`config.mk`:
```
export PLATFORM = sky130hd
export DESIGN_NAME = keypad_scan_hold_release_top
export DESIGN_NICKNAME = d
export VERILOG_FILES = /design/src/rtl/core/kshr_pkg.sv /design/src/rtl/core/kshr_core.sv /design/src/rtl/core/kshr_evbuf.sv /design/src/rtl/core/keypad_scan_hold_release_top.sv
export SDC_FILE = /design/constraint.sdc
export NUM_CORES = 1
export LEC_CHECK = 0
export ABC_AREA = 0
export BUFFER_PORTS_ARGS = -buffer_cell sky130_fd_sc_hd__buf_2
export CORE_MARGIN = 10
export CORE_UTILIZATION = 48
export DETAILED_ROUTE_END_ITERATION = 12
export GPL_TIMING_DRIVEN = 0
export PLACE_DENSITY = 0.66
export SYNTH_ARGS = -nofsm -noshare
export SYNTH_HDL_FRONTEND = slang
export SYNTH_SLANG_ARGS = --single-unit
```
`constraint.sdc`:
```
create_clock -name clk -period 4.34 [get_ports clk]
set_input_delay 0.217 -clock clk [delete_from_list [all_inputs] [get_ports clk]]
set_output_delay 0.217 -clock clk [all_outputs]
set_load 0.02 [all_outputs]
```
`src/rtl/core/kshr_pkg.sv`:
```
`default_nettype none
package kshr_pkg;

    localparam int NUM_ROWS    = 4;
    localparam int NUM_COLS    = 4;
    localparam int NUM_KEYS    = NUM_ROWS * NUM_COLS;
    localparam int NUM_PHASES  = 2 * NUM_ROWS;
    localparam int MAX_RESULTS = 20;

    localparam int ROW_W   = (NUM_ROWS > 1) ? $clog2(NUM_ROWS) : 1;
    localparam int COL_W   = (NUM_COLS > 1) ? $clog2(NUM_COLS) : 1;
    localparam int KIDX_W  = (NUM_KEYS > 1) ? $clog2(NUM_KEYS) : 1;
    localparam int PHASE_W = $clog2(NUM_PHASES);
    localparam int CNT_W   = $clog2(MAX_RESULTS + 1);
    localparam int EIDX_W  = $clog2(MAX_RESULTS);

    localparam int HOLD_W  = 6;
    localparam int COLIN_W = 4;
    localparam int KIND_W  = 2;
    localparam int KEY_W   = 5;
    localparam int ROWO_W  = 4;

    localparam logic [HOLD_W-1:0] HOLD_RESET = 6'd40;

    localparam logic [KIND_W-1:0] EV_NONE    = 2'd0;
    localparam logic [KIND_W-1:0] EV_PRESS   = 2'd1;
    localparam logic [KIND_W-1:0] EV_RELEASE = 2'd2;

    typedef struct packed {
        logic              wr;
        logic [KIND_W-1:0] kind;
        logic [KEY_W-1:0]  key;
    } ev_t;

    typedef struct packed {
        logic clear;
        logic start;
    } drain_ctl_t;

endpackage
`default_nettype wire

```
`src/rtl/core/kshr_core.sv`:
```
`default_nettype none
module kshr_core (
    input  wire logic                        clk,
    input  wire logic                        rst_n,
    input  wire logic                        hold_time_we,
    input  wire logic [kshr_pkg::HOLD_W-1:0] hold_time_wdata,
    input  wire logic                        in_valid,
    output logic                             in_ready,
    input  wire logic [kshr_pkg::COLIN_W-1:0] column_levels,
    input  wire logic                        drain_done,
    output kshr_pkg::ev_t                    ev,
    output kshr_pkg::drain_ctl_t             dctl,
    output logic [kshr_pkg::NUM_ROWS-1:0]    rows
);
    import kshr_pkg::*;

    localparam logic [1:0] S_IDLE  = 2'd0;
    localparam logic [1:0] S_COL   = 2'd1;
    localparam logic [1:0] S_PASS  = 2'd2;
    localparam logic [1:0] S_DRAIN = 2'd3;

    localparam logic [NUM_ROWS-1:0] ROW_MASK = '1;

    logic [1:0]          state_reg, state_next;
    logic [PHASE_W-1:0]  phase_reg, phase_next;
    logic [HOLD_W-1:0]   hold_reg;
    logic                latch_reg, latch_next;
    logic [NUM_ROWS-1:0] rows_reg, rows_next;
    logic [ROW_W-1:0]    row_reg, row_next;
    logic [COL_W-1:0]    col_reg, col_next;
    logic [KIDX_W-1:0]   key_reg, key_next;
    logic                final_reg, final_next;
    logic [COLIN_W-1:0]  cols_reg, cols_next;
    logic [HOLD_W-1:0]   cnt_reg [NUM_KEYS];

    logic                cnt_we;
    logic [KIDX_W-1:0]   cnt_addr;
    logic [HOLD_W-1:0]   cnt_wdata;
    logic [HOLD_W-1:0]   dec_in, dec_out;
    logic [PHASE_W-1:0]  cur_phase;
    logic [KIDX_W-1:0]   seen_addr;
    logic                col_low;

    assign in_ready = (state_reg == S_IDLE);
    assign rows     = rows_reg;

    // shared decrement unit
    assign dec_in  = cnt_reg[key_reg];
    assign dec_out = (dec_in != '0) ? dec_in - HOLD_W'(1) : dec_in;

    assign cur_phase = (int'(phase_reg) >= NUM_PHASES) ? '0 : phase_reg;
    assign seen_addr = KIDX_W'(int'(row_reg) * NUM_COLS + int'(col_reg));
    assign col_low   = !cols_reg[col_reg];

    always_comb
    begin
        state_next = state_reg;
        phase_next = phase_reg;
        latch_next = latch_reg;
        rows_next  = rows_reg;
        row_next   = row_reg;
        col_next   = col_reg;
        key_next   = key_reg;
        final_next = final_reg;
        cols_next  = cols_reg;
        cnt_we     = 1'b0;
        cnt_addr   = key_reg;
        cnt_wdata  = dec_out;
        ev         = '0;
        dctl       = '0;
        case (state_reg)
            S_IDLE:
            begin
                if (in_valid)
                begin
                    dctl.clear = 1'b1;
                    cols_next  = column_levels;
                    row_next   = ROW_W'(cur_phase >> 1);
                    col_next   = '0;
                    key_next   = '0;
                    if (int'(cur_phase) + 1 >= NUM_PHASES)
                        phase_next = '0;
                    else
                        phase_next = cur_phase + PHASE_W'(1);
                    if (!cur_phase[0])
                    begin
                        rows_next  = ROW_MASK & ~(NUM_ROWS'(1) << ROW_W'(cur_phase >> 1));
                        final_next = 1'b1;
                        state_next = S_PASS;
                    end
                    else
                    begin
                        state_next = S_COL;
                    end
                end
            end
            S_COL:
            begin
                if (col_low)
                begin
                    cnt_we    = 1'b1;
                    cnt_addr  = seen_addr;
                    cnt_wdata = hold_reg;
                    if (!latch_reg)
                    begin
                        ev.wr      = 1'b1;
                        ev.kind    = EV_PRESS;
                        ev.key     = KEY_W'(seen_addr) + KEY_W'(1);
                        latch_next = 1'b1;
                    end
                    key_next   = '0;
                    final_next = 1'b0;
                    state_next = S_PASS;
                end
                else if (int'(col_reg) == NUM_COLS - 1)
                begin
                    key_next   = '0;
                    final_next = 1'b1;
                    state_next = S_PASS;
                end
                else
                begin
                    col_next = col_reg + COL_W'(1);
                end
            end
            S_PASS:
            begin
                cnt_we = 1'b1;
                if (dec_out == HOLD_W'(1))
                begin
                    ev.wr      = 1'b1;
                    ev.kind    = EV_RELEASE;
                    ev.key     = KEY_W'(key_reg) + KEY_W'(1);
                    latch_next = 1'b0;
                end
                key_next = key_reg + KIDX_W'(1);
                if (int'(key_reg) == NUM_KEYS - 1)
                begin
                    key_next = '0;
                    if (final_reg)
                    begin
                        dctl.start = 1'b1;
                        state_next = S_DRAIN;
                    end
                    else if (int'(col_reg) == NUM_COLS - 1)
                    begin
                        final_next = 1'b1;
                    end
                    else
                    begin
                        col_next   = col_reg + COL_W'(1);
                        state_next = S_COL;
                    end
                end
            end
            S_DRAIN:
            begin
                if (drain_done)
                    state_next = S_IDLE;
            end
            default:
            begin
                state_next = S_IDLE;
            end
        endcase
    end

    always_ff @(posedge clk or negedge rst_n)
    begin
        if (!rst_n)
        begin
            state_reg <= S_IDLE;
            phase_reg <= '0;
            hold_reg  <= HOLD_RESET;
            latch_reg <= 1'b0;
            rows_reg  <= ROW_MASK;
            row_reg   <= '0;
            col_reg   <= '0;
            key_reg   <= '0;
            final_reg <= 1'b0;
            for (int k = 0; k < NUM_KEYS; k++)
                cnt_reg[k] <= '0;
        end
        else
        begin
            state_reg <= state_next;
            phase_reg <= phase_next;
            latch_reg <= latch_next;
            rows_reg  <= rows_next;
            row_reg   <= row_next;
            col_reg   <= col_next;
            key_reg   <= key_next;
            final_reg <= final_next;
            if (hold_time_we)
                hold_reg <= hold_time_wdata;
            if (cnt_we)
                cnt_reg[cnt_addr] <= cnt_wdata;
        end
    end

    always_ff @(posedge clk)
    begin
        cols_reg <= cols_next;
    end

endmodule
`default_nettype wire

```
`src/rtl/core/kshr_evbuf.sv`:
```
`default_nettype none
module kshr_evbuf (
    input  wire logic                       clk,
    input  wire logic                       rst_n,
    input  wire kshr_pkg::ev_t              ev,
    input  wire kshr_pkg::drain_ctl_t       dctl,
    output logic                            drain_done,
    output logic                            out_valid,
    input  wire logic                       out_ready,
    output logic [kshr_pkg::KIND_W-1:0]     event_kind,
    output logic [kshr_pkg::KEY_W-1:0]      key_number,
    output logic                            last_event
);
    import kshr_pkg::*;

    localparam logic [1:0] D_IDLE = 2'd0;
    localparam logic [1:0] D_READ = 2'd1;
    localparam logic [1:0] D_SHOW = 2'd2;

    logic [KIND_W+KEY_W-1:0] mem [MAX_RESULTS];
    logic [1:0]              state_reg;
    logic [CNT_W-1:0]        count_reg;
    logic [EIDX_W-1:0]       rd_reg;
    logic [KIND_W-1:0]       kind_reg;
    logic [KEY_W-1:0]        key_reg;
    logic                    last_reg;
    logic                    buf_we;

    assign buf_we     = ev.wr && (int'(count_reg) < MAX_RESULTS);
    assign out_valid  = (state_reg == D_SHOW);
    assign drain_done = out_valid && out_ready && last_reg;
    assign event_kind = kind_reg;
    assign key_number = key_reg;
    assign last_event = last_reg;

    always_ff @(posedge clk)
    begin
        if (buf_we)
            mem[EIDX_W'(count_reg)] <= {ev.kind, ev.key};
    end

    always_ff @(posedge clk or negedge rst_n)
    begin
        if (!rst_n)
        begin
            state_reg <= D_IDLE;
            count_reg <= '0;
            rd_reg    <= '0;
        end
        else
        begin
            if (dctl.clear)
                count_reg <= '0;
            else if (buf_we)
                count_reg <= count_reg + CNT_W'(1);
            case (state_reg)
                D_IDLE:
                begin
                    rd_reg <= '0;
                    // an event can land in the same cycle as start
                    if (dctl.start)
                        state_reg <= (count_reg == '0 && !buf_we) ? D_SHOW : D_READ;
                end
                D_READ:
                begin
                    state_reg <= D_SHOW;
                end
                D_SHOW:
                begin
                    if (out_ready)
                    begin
                        if (last_reg)
                            state_reg <= D_IDLE;
                        else
                        begin
                            rd_reg    <= rd_reg + EIDX_W'(1);
                            state_reg <= D_READ;
                        end
                    end
                end
                default:
                begin
                    state_reg <= D_IDLE;
                end
            endcase
        end
    end

    // output item, loaded from the buffer or as the no-event item
    always_ff @(posedge clk)
    begin
        if (state_reg == D_IDLE && dctl.start)
        begin
            kind_reg <= EV_NONE;
            key_reg  <= '0;
            last_reg <= 1'b1;
        end
        else if (state_reg == D_READ)
        begin
            {kind_reg, key_reg} <= mem[rd_reg];
            last_reg            <= (CNT_W'(rd_reg) + CNT_W'(1) == count_reg);
        end
    end

endmodule
`default_nettype wire

```
`src/rtl/core/keypad_scan_hold_release_top.sv`:
```
// The first result item of a tick is shown once the column scan and the decrement passes
//   are done; with events, each item is read from the buffer before it is shown.
// A new tick is accepted only after the last result item of the previous one is taken,
//   so output stalls hold off the next tick; the 16-key decrement passes through the
//   single shared decrement unit, one key at a time.
// Reset: asynchronous, active low; counters, latch and phase clear, rows all high,
//   hold_time returns to 40.
`default_nettype none
module keypad_scan_hold_release_top (
    input  wire logic                        clk,
    input  wire logic                        rst_n,
    input  wire logic                        hold_time_we,
    input  wire logic [kshr_pkg::HOLD_W-1:0] hold_time_wdata,
    input  wire logic                        in_valid,
    output logic                             in_ready,
    input  wire logic [kshr_pkg::COLIN_W-1:0] column_levels,
    output logic                             out_valid,
    input  wire logic                        out_ready,
    output logic [kshr_pkg::KIND_W-1:0]      event_kind,
    output logic [kshr_pkg::KEY_W-1:0]       key_number,
    output logic [kshr_pkg::ROWO_W-1:0]      row_drive,
    output logic                             last_event
);
    import kshr_pkg::*;

    ev_t                 ev;
    drain_ctl_t          dctl;
    logic                drain_done;
    logic [NUM_ROWS-1:0] rows;

    kshr_core u_core (
        .clk             (clk),
        .rst_n           (rst_n),
        .hold_time_we    (hold_time_we),
        .hold_time_wdata (hold_time_wdata),
        .in_valid        (in_valid),
        .in_ready        (in_ready),
        .column_levels   (column_levels),
        .drain_done      (drain_done),
        .ev              (ev),
        .dctl            (dctl),
        .rows            (rows)
    );

    kshr_evbuf u_evbuf (
        .clk        (clk),
        .rst_n      (rst_n),
        .ev         (ev),
        .dctl       (dctl),
        .drain_done (drain_done),
        .out_valid  (out_valid),
        .out_ready  (out_ready),
        .event_kind (event_kind),
        .key_number (key_number),
        .last_event (last_event)
    );

    assign row_drive = ROWO_W'(rows);

    a_no_overlap: assert property (@(posedge clk) disable iff (!rst_n)
        out_valid |-> !in_ready)
        else $error("input taken while an item is shown");

    a_busy_after_accept: assert property (@(posedge clk) disable iff (!rst_n)
        in_valid && in_ready |=> !in_ready)
        else $error("ready right after an accepted item");

    a_more_follow: assert property (@(posedge clk) disable iff (!rst_n)
        out_valid && out_ready && !last_event |=> !in_ready)
        else $error("tick ended before its last item");

    a_none_item: assert property (@(posedge clk) disable iff (!rst_n)
        out_valid && event_kind == EV_NONE |-> key_number == '0 && last_event)
        else $error("bad no-event item");

endmodule
`default_nettype wire

```
==> metrics.log <==
[metrics] endpoint type of the worst setup path: flip-flop
[metrics] worst slew pin tran: 1.048 ns
[metrics] total global-route track usage: 18.82%
[metrics] fin. max-slew vios: 0
[metrics] met1 GRT Util: 24.40%
[metrics] initial antenna violation count: 0
[metrics] count of cells along the worst hold path: 4
[metrics] Pwr Total: 0.008495 W
[metrics] pin count of the biggest net entering global routing: 94
[metrics] maximum buffer depth of the clock tree: 3
[metrics] initial core utilization: 48.90%
[metrics] number of library cell types mapped by synthesis: 65
[metrics] status: finished, final reports clean
[metrics] die footprint: 0.03346 mm^2
[metrics] Hold Path Origin: out_ready
[metrics] busiest layer in global routing: met2
[metrics] Setup CP Type: reg -> reg
[metrics] number of storage elements in the synthesis netlist: 285
[metrics] fill count: 2076
[metrics] met2 usage in global routing: 31.91%
[metrics] total number of nets in the final design: 1068
[metrics] combined area of the multi-input logic cells: 0.004954 mm^2
[metrics] number of endpoints with negative hold slack in the final report: 0
[metrics] overflow left after global routing: 0
[metrics] Chip Width: 182.9 um
[metrics] top-count cell post-synth: sky130_fd_sc_hd__edfxtp_1
[metrics] cell count after synthesis: 948
[metrics] peak supply drop: 0.3900 mV
[metrics] number of maximum-capacitance constraint violations: 0
[metrics] PortBufs: 27
[metrics] starting DRC count in detailed routing: 706
[metrics] clock buffer count from CTS: 30
[metrics] Period minus WS final: 4.205 ns
[metrics] cell type with the highest aggregate area in the netlist: sky130_fd_sc_hd__edfxtp_1
[metrics] first-pass GRT wire length: 49540 um
[metrics] sink of the worst hold path: u_evbuf.state_reg[1]
[metrics] capture point of the worst reg-to-reg path: u_evbuf.mem[17][1]
[metrics] number of antenna repair diodes: 0
[metrics] Area Overhead vs Synth: 17.62%
[metrics] DP HPWL: 20940 um
[metrics] total number of placement rows: 59
[metrics] met3 Resource Use GR: 2.913%
[metrics] async set-reset flop share out of synthesis: 46.67%
[metrics] vias per inst: 5.964
[metrics] synthesized area per cell: 13.44 um^2
[metrics] Worst slew margin: 29.90%
[metrics] area of the mapped netlist: 0.01274 mm^2
[metrics] die span in y: 182.9 um
[metrics] sequential area share after synthesis: 61.37%
[metrics] post-detailed-routing wire length: 31610 um
[metrics] number of routed nets with antenna violations: 0
[metrics] number of synthesized flops with an enable pin: 144
[metrics] number of global-route vias before repair: 8432
[metrics] reg-to-reg startpoint: u_core.key_reg[0]
[metrics] routed via count: 8337
[metrics] share of the core filled with cells in the final layout: 57.51%
[metrics] crit path max fanout: 20
[metrics] cell leakage power: 5.835 nW
[metrics] Post-synth top flop: sky130_fd_sc_hd__edfxtp_1
[metrics] share of the synthesized area in the top cell type: 33.94%
[metrics] Residual DRC: 0
[metrics] share of post-route cells with drive strength above 1: 24.27%
[metrics] CTS sink cnt: 285
[metrics] highest clock frequency the design can meet: 237.8 MHz
[metrics] final weighted congestion in routability-driven placement: 0.8829
[metrics] required time of the critical path: 4.60 ns
[metrics] R2R depth: 16
[metrics] Clock Root Buffer: sky130_fd_sc_hd__clkbuf_16
[metrics] number of ports placed on the die boundary: 29
[metrics] level count of the clock H-tree: 1
[metrics] number of setup violations in the final report: 0
[metrics] storage element area: 0.007821 mm^2
[metrics] clock transition at the registers of the reported paths: 0.06 ns
[metrics] Skew-Pair Late Insertion Delay: 0.55 ns
[metrics] synthesized net count: 977
[metrics] top area cells in the synthesized netlist: sky130_fd_sc_hd__edfxtp_1, sky130_fd_sc_hd__dfrtp_1, sky130_fd_sc_hd__mux4_2
[metrics] core area: 0.02606 mm^2
[metrics] startpoint class of the critical path: flip-flop
[metrics] number of flip-flops in the largest register: 140
[metrics] first drt pass iteration count: 5
[metrics] CTS tree: done
[metrics] Arr. time, crit path: 4.46 ns
[metrics] WL per Instance: 22.61 um
[metrics] type of the most critical hold path: in -> reg
[metrics] post-route clock period utilization: 96.89%
[metrics] Fin Clk Skew: 0.01661 ns
[metrics] number of warnings issued by yosys: 0
[metrics] commonest cells in the synthesized netlist: sky130_fd_sc_hd__edfxtp_1, sky130_fd_sc_hd__dfrtp_1, sky130_fd_sc_hd__nor2_1
[metrics] areal power density over the cells: 566.8 mW/mm^2
[metrics] Register-to-Register Setup Slack: 0.14 ns
[cell type report]
cell class / instances / area share, %
Buffer: 52 / 1.653
Clock buffer: 41 / 5.836
Clock inverter: 15 / 0.6762
Inverter: 20 / 0.5510
Multi-Input combinational cell: 594 / 33.05
Sequential cell: 285 / 52.19
Tap cell: 335 / 2.797
Timing Repair Buffer: 55 / 3.214
Timing Repair inverter: 1 / 0.03339
[routing by layer]
layer,wire [um],share of wire [%]
met4,987,3.1
met3,1769,5.6
met2,15560,49
met1,13290,42
met5,0,0
[repair_timing]
action | 4_1_cts | 5_1_grt
cloned | 4 | 1
hold endpoints to repair | 50 | 0
hold buffers | 11 | 0
setup endpoints to repair | 250 | 203
gates resized for setup | 59 | 15
pin swaps | 16 | 3
buffers inserted | 15 | 0
[report_power, final]
group	leakage, nW	total [W]	switching, W	internal [W]
logic	2.00	0.00263	0.00165	0.000977
registers	3.34	0.00335	0.000202	0.00315
clock network	0.494	0.00251	0.00105	0.00147
[cells by family after synthesis]
group,count (synthesis),share of synthesized area [%]
AO/OA/AOI/OAI,189,9.525
XOR/XNOR,14,0.9622
adder cells (fa/ha/maj),14,1.375
buffers and inverters,73,2.494
flip-flops,285,61.37
multiplexers,141,16.03
AND/OR/NAND/NOR,232,8.248
[critical path: stages (launching register included)]
cell and delay [ns]:
sky130_fd_sc_hd__dfrtp_1 0.38, sky130_fd_sc_hd__buf_6 0.16, sky130_fd_sc_hd__buf_12 0.20, sky130_fd_sc_hd__mux4_2 0.53
sky130_fd_sc_hd__a22oi_1 0.18, sky130_fd_sc_hd__and3_1 0.17, sky130_fd_sc_hd__buf_2 0.20, sky130_fd_sc_hd__ha_1 0.20
sky130_fd_sc_hd__inv_1 0.04, sky130_fd_sc_hd__nor2_1 0.19, sky130_fd_sc_hd__nand3_1 0.20, sky130_fd_sc_hd__o2111a_1 0.33
sky130_fd_sc_hd__o221ai_4 0.29, sky130_fd_sc_hd__buf_4 0.19, sky130_fd_sc_hd__nor2_4 0.04, sky130_fd_sc_hd__buf_4 0.21
sky130_fd_sc_hd__a22o_4 0.36
[stage by stage]
| step | worst slack (ns) | cells | setup TNS [ns] | hold slack (ns) | cell area [um^2] |
|---|---|---|---|---|---|
| after detailed placement | -1.873 | 1312 | -207.51 | 0.1670 | 13360 |
| after floorplan | 0.05630 | 948 | 0 | -0.07859 | 12740 |
| after CTS | 0.06111 | 1397 | 0 | 0.001453 | 14900 |
| final | 0.1351 | 1398 | 0 | 0.01415 | 14990 |
| after global placement | -1.952 | 1310 | -242.84 | 0.3966 | 13300 |
| after global routing | -0.04380 | 1398 | -1.909 | 0.01458 | 14990 |
[how the worst max path moves through the flow]
stage | from | endpoint | cells after the start
3_3_place_gp | u_core.key_reg[1] | u_evbuf.mem[12][3] | 15
4_1_cts | u_core.key_reg[0] | u_evbuf.mem[18][1] | 16
3_5_place_dp | u_core.key_reg[1] | u_evbuf.mem[19][4] | 15
5_1_grt | u_core.key_reg[0] | u_evbuf.mem[13][1] | 16
6_report | u_core.key_reg[0] | u_evbuf.mem[17][1] | 16
2_1_floorplan | u_core.key_reg[0] | u_evbuf.mem[0][0] | 16
[cell usage in the layout (no fill, tap or decap), types with 11 or more instances in the layout]
master,instances
sky130_fd_sc_hd__buf_4,12
sky130_fd_sc_hd__ha_1,14
sky130_fd_sc_hd__nand2_1,44
sky130_fd_sc_hd__nor3_1,11
sky130_fd_sc_hd__a221oi_1,18
sky130_fd_sc_hd__nand3_1,16
sky130_fd_sc_hd__nor2_4,20
sky130_fd_sc_hd__clkbuf_16,32
sky130_fd_sc_hd__edfxtp_1,144
sky130_fd_sc_hd__clkbuf_1,37
sky130_fd_sc_hd__mux2_2,56
sky130_fd_sc_hd__mux4_2,37
sky130_fd_sc_hd__mux2i_1,42
sky130_fd_sc_hd__dfrtp_1,126
sky130_fd_sc_hd__inv_1,16
sky130_fd_sc_hd__a22oi_1,12
sky130_fd_sc_hd__dlygate4sd3_1,11
sky130_fd_sc_hd__a21oi_1,64
sky130_fd_sc_hd__buf_2,28
sky130_fd_sc_hd__nor2_1,88
sky130_fd_sc_hd__clkinv_2,11
sky130_fd_sc_hd__o21ai_0,41
(Power assumes the default switching activity.)
